### config.mk
export PLATFORM = sky130hd
export DESIGN_NAME = gpib_escape_framer
export DESIGN_NICKNAME = d
export VERILOG_FILES = /design/src/design/gef_pkg.sv /design/src/design/gef_front.sv /design/src/design/gef_queue.sv /design/src/design/gef_back.sv /design/src/design/gpib_escape_framer.sv
export SDC_FILE = /design/constraint.sdc
export NUM_CORES = 1
export LEC_CHECK = 0
export BUFFER_PORTS_ARGS = -buffer_cell sky130_fd_sc_hd__clkbuf_2
export CAP_MARGIN = 20
export CORE_ASPECT_RATIO = 1.5
export CORE_MARGIN = 2
export CORE_UTILIZATION = 51
export CTS_CLUSTER_SIZE = 28
export DETAILED_ROUTE_END_ITERATION = 6
export GPL_ROUTABILITY_DRIVEN = 0
export PLACE_DENSITY = 0.71
export SYNTH_ARGS = -nofsm -noshare
export SYNTH_HDL_FRONTEND = slang
export SYNTH_HIERARCHICAL = 1
export SYNTH_SLANG_ARGS = --single-unit
### constraint.sdc
create_clock -name i_clk -period 3.5 [get_ports i_clk]
set_input_delay 0.7 -clock i_clk [delete_from_list [all_inputs] [get_ports i_clk]]
set_output_delay 0.7 -clock i_clk [all_outputs]
set_load 0.01 [all_outputs]
### src/design/gef_pkg.sv
// Package for the escape framer: byte constants, the position state type and
// the command word passed from the classifier to the beat sequencer.
// No dependencies.
package gef_pkg;

    localparam logic [7:0] LF_BYTE   = 8'd10;
    localparam logic [7:0] CR_BYTE   = 8'd13;
    localparam logic [7:0] ESC_BYTE  = 8'd27;
    localparam logic [7:0] PLUS_BYTE = 8'd43;

    // Position of the next byte within the message.
    typedef enum logic [2:0] {
        POS_FIRST  = 3'b001,
        POS_SECOND = 3'b010,
        POS_LATER  = 3'b100
    } t_pos;

    // Output beat slots of one command, in emission order.
    localparam int STEP_COUNT    = 5;
    localparam int STEP_PLUS_ESC = 0;
    localparam int STEP_PLUS     = 1;
    localparam int STEP_DATA_ESC = 2;
    localparam int STEP_DATA     = 3;
    localparam int STEP_LF       = 4;

    typedef logic [STEP_COUNT-1:0] t_step_mask;

    // One classified input byte and the beats it expands to.
    typedef struct packed {
        logic [7:0] data;
        logic       emit_plus;  // a held leading plus goes out first
        logic       plus_esc;   // that plus gets an ESC in front
        logic       data_esc;   // the data byte gets an ESC in front
        logic       lf;         // a terminating line feed follows
    } t_cmd;

    function automatic logic needs_escape(input logic [7:0] b);
        return (b == LF_BYTE) || (b == CR_BYTE) || (b == ESC_BYTE) || (b == PLUS_BYTE);
    endfunction

endpackage

### src/design/gef_front.sv
// Front end of the escape framer: tracks the message position and mode and
// turns each accepted byte into a command word. Depends on gef_pkg.
module gef_front (
    input  logic          i_clk,
    input  logic          i_rst_n,
    input  logic          i_valid,
    output logic          o_ready,
    input  logic [7:0]    i_data_byte,
    input  logic          i_last_byte,
    output logic          o_push,
    output gef_pkg::t_cmd o_cmd,
    input  logic          i_queue_ready
);
    import gef_pkg::*;

    t_pos r_pos, n_pos;
    logic r_mode, n_mode;
    logic accept;
    logic hold;

    assign o_ready = i_queue_ready;
    assign accept  = i_valid && i_queue_ready;

    always_comb begin
        o_cmd.data      = i_data_byte;
        o_cmd.emit_plus = 1'b0;
        o_cmd.plus_esc  = 1'b0;
        o_cmd.data_esc  = needs_escape(i_data_byte);
        o_cmd.lf        = i_last_byte;
        hold            = 1'b0;
        n_mode          = r_mode;
        unique case (r_pos)
            POS_FIRST: begin
                // A leading plus waits for the next byte to pick the mode.
                hold   = (i_data_byte == PLUS_BYTE) && !i_last_byte;
                n_mode = 1'b0;
            end
            POS_SECOND: begin
                o_cmd.emit_plus = 1'b1;
                if (i_data_byte == PLUS_BYTE) begin
                    n_mode         = 1'b1;
                    o_cmd.data_esc = 1'b0;
                end else begin
                    n_mode         = 1'b0;
                    o_cmd.plus_esc = 1'b1;
                end
            end
            POS_LATER: begin
                o_cmd.data_esc = !r_mode && needs_escape(i_data_byte);
            end
            default: begin
                o_cmd.data_esc = !r_mode && needs_escape(i_data_byte);
            end
        endcase

        if (hold) begin
            n_pos = POS_SECOND;
        end else if (i_last_byte) begin
            n_pos  = POS_FIRST;
            n_mode = 1'b0;
        end else begin
            n_pos = POS_LATER;
        end
    end

    assign o_push = accept && !hold;

    always_ff @(posedge i_clk) begin
        if (!i_rst_n) begin
            r_pos  <= POS_FIRST;
            r_mode <= 1'b0;
        end else if (accept) begin
            r_pos  <= n_pos;
            r_mode <= n_mode;
        end
    end

    // A held plus never leaves a second-position byte without the plus in front.
    a_second_emits_plus: assert property (@(posedge i_clk) disable iff (!i_rst_n)
        (o_push && r_pos == POS_SECOND) |-> o_cmd.emit_plus)
        else $error("second byte pushed without its held plus");

endmodule

### src/design/gef_queue.sv
// Short command queue between the classifier and the beat sequencer, built
// from registers. Depends on gef_pkg.
module gef_queue #(
    parameter int P_DEPTH = 4
) (
    input  logic          i_clk,
    input  logic          i_rst_n,
    input  logic          i_push,
    input  gef_pkg::t_cmd i_cmd,
    output logic          o_ready,
    output logic          o_valid,
    output gef_pkg::t_cmd o_cmd,
    input  logic          i_pop
);
    import gef_pkg::*;

    localparam int PtrW = (P_DEPTH > 1) ? $clog2(P_DEPTH) : 1;
    localparam int CntW = $clog2(P_DEPTH + 1);

    t_cmd            r_mem [P_DEPTH];
    logic [PtrW-1:0] r_wr_ptr, n_wr_ptr;
    logic [PtrW-1:0] r_rd_ptr, n_rd_ptr;
    logic [CntW-1:0] r_count;
    logic            do_push, do_pop;

    assign o_ready = (r_count != CntW'(P_DEPTH));
    assign o_valid = (r_count != '0);
    assign o_cmd   = r_mem[r_rd_ptr];
    assign do_push = i_push && o_ready;
    assign do_pop  = i_pop && o_valid;

    assign n_wr_ptr = (r_wr_ptr == PtrW'(P_DEPTH - 1)) ? '0 : r_wr_ptr + 1'b1;
    assign n_rd_ptr = (r_rd_ptr == PtrW'(P_DEPTH - 1)) ? '0 : r_rd_ptr + 1'b1;

    always_ff @(posedge i_clk) begin
        if (do_push) begin
            r_mem[r_wr_ptr] <= i_cmd;
        end
    end

    always_ff @(posedge i_clk) begin
        if (!i_rst_n) begin
            r_wr_ptr <= '0;
            r_rd_ptr <= '0;
            r_count  <= '0;
        end else begin
            if (do_push) begin
                r_wr_ptr <= n_wr_ptr;
            end
            if (do_pop) begin
                r_rd_ptr <= n_rd_ptr;
            end
            if (do_push && !do_pop) begin
                r_count <= r_count + 1'b1;
            end else if (do_pop && !do_push) begin
                r_count <= r_count - 1'b1;
            end
        end
    end

    a_count_bound: assert property (@(posedge i_clk) disable iff (!i_rst_n)
        r_count <= CntW'(P_DEPTH))
        else $error("queue count beyond depth");

    a_pointers_match: assert property (@(posedge i_clk) disable iff (!i_rst_n)
        (r_count == '0) |-> (r_wr_ptr == r_rd_ptr))
        else $error("empty queue with mismatched pointers");

endmodule

### src/design/gef_back.sv
// Back end of the escape framer: expands the head command into its output
// beats, one beat per cycle while i_ready is high, and releases the command
// on its final beat. Depends on gef_pkg.
module gef_back (
    input  logic          i_clk,
    input  logic          i_rst_n,
    input  logic          i_cmd_valid,
    input  gef_pkg::t_cmd i_cmd,
    output logic          o_pop,
    output logic          o_valid,
    input  logic          i_ready,
    output logic [7:0]    o_out_byte,
    output logic          o_out_last
);
    import gef_pkg::*;

    t_step_mask r_done, n_done;
    t_step_mask enabled, pending, cur;
    logic       final_beat, beat;

    always_comb begin
        enabled                = '0;
        enabled[STEP_PLUS_ESC] = i_cmd.emit_plus && i_cmd.plus_esc;
        enabled[STEP_PLUS]     = i_cmd.emit_plus;
        enabled[STEP_DATA_ESC] = i_cmd.data_esc;
        enabled[STEP_DATA]     = 1'b1;
        enabled[STEP_LF]       = i_cmd.lf;
    end

    // The lowest pending slot is the beat on the port now.
    assign pending    = enabled & ~r_done;
    assign cur        = pending & (~pending + 1'b1);
    assign final_beat = ((pending & ~cur) == '0);
    assign o_valid    = i_cmd_valid;
    assign beat       = o_valid && i_ready;
    assign o_pop      = beat && final_beat;

    always_comb begin
        o_out_last = 1'b0;
        if (cur[STEP_PLUS_ESC] || cur[STEP_DATA_ESC]) begin
            o_out_byte = ESC_BYTE;
        end else if (cur[STEP_PLUS]) begin
            o_out_byte = PLUS_BYTE;
        end else if (cur[STEP_LF]) begin
            o_out_byte = LF_BYTE;
            o_out_last = 1'b1;
        end else begin
            o_out_byte = i_cmd.data;
        end
    end

    assign n_done = final_beat ? '0 : (r_done | cur);

    always_ff @(posedge i_clk) begin
        if (!i_rst_n) begin
            r_done <= '0;
        end else if (beat) begin
            r_done <= n_done;
        end
    end

    a_beat_pending: assert property (@(posedge i_clk) disable iff (!i_rst_n)
        o_valid |-> $onehot(cur))
        else $error("valid command with no beat left");

    a_last_is_final: assert property (@(posedge i_clk) disable iff (!i_rst_n)
        (o_valid && o_out_last) |-> final_beat)
        else $error("line feed before the end of a command");

endmodule

### src/design/gpib_escape_framer.sv
// Top level of the escape framer: classifier, command queue, beat sequencer.
// Depends on gef_pkg, gef_front, gef_queue and gef_back.
//
// Frames message bytes for an adapter link. A message starting with two plus
// signs passes through unchanged; any other message has LF, CR, ESC and plus
// bytes preceded by ESC. Every message ends with a line feed marked by
// o_out_last. Each input byte is accepted while the queue has room and yields
// zero to five output beats at one beat per cycle while the output is ready,
// so the sustained rate is set by the output sequencer. A queue of
// P_QUEUE_DEPTH commands lets input keep flowing while output stalls.
module gpib_escape_framer #(
    parameter int P_QUEUE_DEPTH = 4
) (
    input  logic       i_clk,
    input  logic       i_rst_n,
    input  logic       i_valid,
    output logic       o_ready,
    input  logic [7:0] i_data_byte,
    input  logic       i_last_byte,
    output logic       o_valid,
    input  logic       i_ready,
    output logic [7:0] o_out_byte,
    output logic       o_out_last
);
    import gef_pkg::*;

    t_cmd front_cmd, head_cmd;
    logic push, queue_ready, head_valid, pop;

    gef_front u_front (
        .i_clk         (i_clk),
        .i_rst_n       (i_rst_n),
        .i_valid       (i_valid),
        .o_ready       (o_ready),
        .i_data_byte   (i_data_byte),
        .i_last_byte   (i_last_byte),
        .o_push        (push),
        .o_cmd         (front_cmd),
        .i_queue_ready (queue_ready)
    );

    gef_queue #(
        .P_DEPTH (P_QUEUE_DEPTH)
    ) u_queue (
        .i_clk   (i_clk),
        .i_rst_n (i_rst_n),
        .i_push  (push),
        .i_cmd   (front_cmd),
        .o_ready (queue_ready),
        .o_valid (head_valid),
        .o_cmd   (head_cmd),
        .i_pop   (pop)
    );

    gef_back u_back (
        .i_clk       (i_clk),
        .i_rst_n     (i_rst_n),
        .i_cmd_valid (head_valid),
        .i_cmd       (head_cmd),
        .o_pop       (pop),
        .o_valid     (o_valid),
        .i_ready     (i_ready),
        .o_out_byte  (o_out_byte),
        .o_out_last  (o_out_last)
    );

endmodule
# ---- After elaboration in Yosys (flattened, before gate mapping)
# Memories as Yosys holds them, arrays and structs flattened. A register that Yosys moved wholly into a read port is not among the register bits.
# Cells that the tools add are included.
dict set report totals {
  memories 1
  inputBits 13
  latch_bits 0
  rom_bits 0
  reg_bits 16
  ram_bits 48
  output_inout_bits 11
}
# memory depth word_bits read_ports rd_clocked_by_memory_dff wr line
set memory_table {}
lappend memory_table {u_queue.r_mem 4 12 1 1 1 gef_queue.sv:20} ;# t_cmd r_mem [P_DEPTH];
dict set report classes {
  muxes 26
  div_mod_pow 0
  order_cmp 0
  mul 0
  n_bitwise 7
  reduce_logical 23
  addsub 5
  n_shift 0
  eq_ne 9
}
# operator count
set op_table {}
lappend op_table {{2-to-1 mux 8 bit} 3}
lappend op_table {{== test 8 x 4 -> 1 bit (second input constant)} 2}
lappend op_table {{AND 5 bit} 3}
lappend op_table {{inverter 5 bit} 3}
lappend op_table {{2-to-1 mux 3 bit} 4}
lappend op_table {{logical AND 1 bit} 11}
lappend op_table {{2-to-1 mux 1 bit} 11}
lappend op_table {{2-to-1 mux 2 bit} 5}
lappend op_table {{== test 8 x 5 -> 1 bit (second input constant)} 1}
lappend op_table {{== test 8 x 6 -> 1 bit (second input constant)} 1}
lappend op_table {{adder 5 x 1 -> 5 bit (second input constant)} 1}
lappend op_table {{logical NOT 1 bit} 5}
lappend op_table {{logical NOT 5 bit} 1}
lappend op_table {{2-to-1 mux 5 bit} 1}
lappend op_table {{bitwise OR 5 bit} 1}
lappend op_table {{adder 2 x 1 -> 2 bit (second input constant)} 2}
lappend op_table {{== test 2 bit (second input constant)} 2}
lappend op_table {{logical OR 1 bit} 4}
lappend op_table {{one-hot mux 1 bit (2 select lines)} 2}
lappend op_table {{adder 3 x 1 -> 3 bit (second input constant)} 1}
lappend op_table {{== test 3 x 1 -> 1 bit (second input constant)} 1}
lappend op_table {{== test 3 x 2 -> 1 bit (second input constant)} 1}
lappend op_table {{!= test 3 bit (second input constant)} 1}
lappend op_table {{nonzero test 3 bit} 1}
lappend op_table {{other kinds (2)} 2}

# ---- Longest topological paths before layout
dict set report logic_depth {
  depth_word 13
  depth_mapped 13
}

# ---- Modules after synthesis
# Netlist, hierarchy kept.
# mod n_inst cells_each area_each_um2 seq_area_each_um2
set modules_own_cells {}
lappend modules_own_cells {gef_queue 1 113 2208.4 1621.6}
lappend modules_own_cells {gef_back 1 49 387.9 100.1}
lappend modules_own_cells {gef_front 1 46 371.6 80.1}

# ---- Least setup slack after synthesis
# Ideal clock, no wire load.
dict set report synth_timing {
  kind {register to register}
  start {register with a tool-made name}
  end {register u_queue.r_count[2]}
  arrival_time_ns 3.299
  setup_time_ns 0.076
  path_stages_with_launch 14
  n_path_buf 1
  setup_slack_ns 0.125
  synth_period_minus_slack_ns 3.375
  path_cell_list {dfxtp_1 -> buf_4 -> mux4_2 -> and2b_1 -> nor3_1 -> maj3_2 -> and2_1 -> o31ai_1 -> ha_1 -> inv_1 -> fa_1 -> xor2_1 -> or3_2 -> a21boi_0}
}
# item line
set synth_rtl {}
lappend synth_rtl {{end signal, assigned} gef_queue.sv:54} ;# r_count <= r_count + 1'b1;
lappend synth_rtl {{end signal, assigned} gef_queue.sv:56} ;# r_count <= r_count - 1'b1;
lappend synth_rtl {{end, declared} gef_queue.sv:23} ;# logic [CntW-1:0] r_count;

==> results.yml <==
status:
  status: "completed"
synthesis:
  async_flop_share_pct: 0
  synth-main-ff-cell: "edfxtp_1"
  synth_fp_nets: 228
  ys_ff_latch: 66
  ys_warn_count: 6
  synth_cells: 208
  synth_area_per_cell_sq_um: 14.3
  synthesis.area_sq_mm: 0.00297
  synth_cell_types: 53
  synth-edff-count: 48
  yosysSeqAreaShare_pct: 60.7
sta:
  skew_ns: 0.00490
  finalCritPeriodShare_pct: 95.5
  fin_crit_ns: 3.34
  fmax_mhz: 299
  slew_headroom_pct: 51.1
  finalHoldViolCount: 0
  finalMaxSlewViolations: 0
  worst_pin_slew_ns: 0.732
  finalSetupViolations: 0
setup_path:
  cp.arrival_ns: 3.59
  cp_slowest_cell: "or3_2"
  worst_setup_path_start_kind: "flop"
  cp_max_fo: 6
  r2r_setup_slack_ns: 0.16
  slowest_delay_ns: 0.42
  path_cells: "mux4_2, and3b_4, nor3_2, maj3_2, and2_1, o31ai_1, ha_2, inv_1, fa_1, xor2_1, or3_2, a21boi_0"
  worstRegToRegCells: 12
  critPathCapture: "u_queue/r_count[2]"
  end_kind: "flop"
  worst_ep_required_time_ns: 3.75
  critPathKind: "flop to flop"
  r2r-end: "u_queue/r_count[2]"
power_and_ir_drop:
  p_leak_nw: 1.18
  power.density_mw_per_mm2: 650
  ir_drop_v: 0.000303
clock_network:
  clk_pin_slew_ns: 0.07
  clockBufferDepth: 2
  clock-root-buffer: "clkbuf_8"
  clock_latency_ns: 0.32
  cts_sinks: 66
  hold_buffers: 0
  cts_buffers: 9
  cts_tree: "yes"
  htreeDepth: 3
die:
  rows: 34
  core_area_sq_mm: 0.00570
  start_util_pct: 52.1
  io_pins: 24
  die_h_um: 97.4
  die_area_sq_mm: 0.00646
  die_w_um: 66.3
layout:
  multi_input_area_sq_mm: 0.00104
  fin_util_pct: 57.8
  areaGrowthSynthToFinish_pct: 11.0
  antenna_cells: 0
  layout.area.seq_sq_mm: 0.00180
  fill_cells: 467
  nets: 255
  drive_gt1_share_pct: 32.1
  fin_cells: 312
job:
  cap_violations: 0
route:
  drtIter0Drc: 115
  firstDrtPassIters: 4
  drt-vias-per-instance: 5.56
  ant_nets: 0
  routed_wirelength_um: 5160
  dr_total_vias: 1735
  detail_route.wl_per_cell_um: 16.5
  drc_errors: 0
worst_hold_path:
  hold_path_class: "flop to flop"
  whs_path_depth: 2
placement:
  io_buffers: 23
  dp_cells: 293
  dpl.hpwl_um: 3590
global_routing:
  grt_max_degree: 18
  antenna_found_initial: 0
  grt_use_total_pct: 17.7
  grt_pass1_wl_um: 8370
  grt_pass1_vias: 1726
  grt_overflow: 0
layer usage:
layer	up-vias	wire length, um	part of all wire [%]	track usage, %
li1	842	-	-	-
met1	846	2220	43	22.1
met2	36	2660	51	28.1
met3	11	183	3.5	4.63
met4	0	104	2.0	8.63
met5	-	0	0	0
power by group:
group          total [mW]  switching [mW]  internal (mW)  leakage (nW)
Clock               0.510           0.258          0.252        0.0816
Sequential           1.03          0.0600          0.966         0.590
Combinational       0.605           0.327          0.278         0.504
Total                2.14           0.645           1.50          1.18
critical path: cells and delay by family (launching register included):
kind                     cells  cell delay, ns
AO/OA/AOI/OAI                2            0.33
XOR/XNOR                     1            0.17
adder cells (fa/ha/maj)      3            1.04
buffers and inverters        1            0.06
flip-flops                   1            0.36
multiplexers                 1            0.40
AND/OR/NAND/NOR              4            0.90
cells in the mapped netlist, types with 2 or more instances:
library cell	instances	share of area [%]
edfxtp_1	48	49
dfxtp_1	18	12
buf_4	12	3.0
mux4_2	12	9.1
nand2_1	12	1.5
nand3_1	8	1.3
nor2_1	7	0.89
o21ai_0	7	1.2
ha_1	6	2.5
inv_1	6	0.76
nand2b_1	5	1.1
a21oi_1	4	0.67
and3_2	4	1.0
a31oi_1	3	0.63
and2_1	3	0.63
and3_1	3	0.63
xnor2_1	3	0.89
a211oi_1	2	0.51
a211oi_2	2	0.84
a21boi_0	2	0.51
a21o_1	2	0.51
a41oi_1	2	0.59
and2b_1	2	0.51
mux2i_1	2	0.67
nor3b_1	2	0.51
nor4_1	2	0.42
o31ai_1	2	0.51
or3_2	2	0.51
worst min-delay path by stage:
stage | startpoint | end | slack [ns]
2_1_floorplan | u_back/r_done[2] | u_back/r_done[2] | 0.46
3_5_place_dp | u_front/r_mode | u_front/r_mode | 0.50
5_1_grt | u_queue/r_wr_ptr[1] | u_queue/r_wr_ptr[1] | 0.53
6_report | u_front/r_mode | u_front/r_mode | 0.50
3_3_place_gp | u_queue/r_wr_ptr[1] | u_queue/r_wr_ptr[1] | 0.49
4_1_cts | u_front/r_mode | u_front/r_mode | 0.51
stage by stage:
stage | instance area [sq um] | total power, mW | setup WS, ns | setup TNS (ns) | hold WS (ns)
finish | 3290 | 2.14 | 0.158 | 0 | 0.501
global route | 3290 | 2.26 | -0.0125 | -0.0125 | 0.530
CTS | 3260 | 2.13 | 0.0522 | 0 | 0.506
detailed placement | 3110 | 1.61 | 0.0679 | 0 | 0.498
global placement | 3110 | 1.60 | 0.232 | 0 | 0.487
floorplan | 2970 | 1.44 | 0.125 | 0 | 0.461
cells in the final DEF (no fill, tap or decap), types with 3 or more instances in the layout:
master    count
nor2_1        7
mux4_2       12
ha_1          5
nand2b_1      5
clkbuf_1      3
and3_1        3
o21ai_0       7
clkbuf_8      9
and3_2        4
and2_1        3
dfxtp_1      17
buf_4         8
xnor2_1       3
nand2_1      12
clkinv_2      4
clkbuf_2     23
inv_1         6
edfxtp_1     48
nand3_1       8
a21oi_1       4
a31oi_1       3
registers in the layout, summed over array words and instances, names as in the netlist, named ones only:
signal,flops
u_back/r_done,5
u_front/r_mode,1
u_front/r_pos,3
u_queue/r_count,3
u_queue/r_mem,48
u_queue/r_rd_ptr,2
u_queue/r_wr_ptr,2
timing repair:
action / 4_1_cts / 5_1_grt
resized for setup: 0 / 4
setup endpoints to repair: 0 / 1
buffers inserted: 0 / 3
cells by family after synthesis:
group                      Yosys count  share of synthesized area (%)
adders and majority gates            8                           3.58
DFF                                 66                           60.7
and+or+nand+nor                     63                           12.9
xor gates and xnor gates             4                           1.18
AOI/OAI and AO/OA                   31                           7.42
buffers and inverters               22                           4.38
muxes                               14                           9.78
cell type report:
class | count | area share, %
Inverter | 7 | 0.836
Clock inverter | 4 | 0.570
Sequential cell | 66 | 54.7
Clock buffer | 12 | 4.10
Multi-Input combinational cell | 120 | 31.7
Tap cell | 72 | 2.73
Timing Repair Buffer | 31 | 5.32
Note: power is estimated with default switching activity, not from simulation.
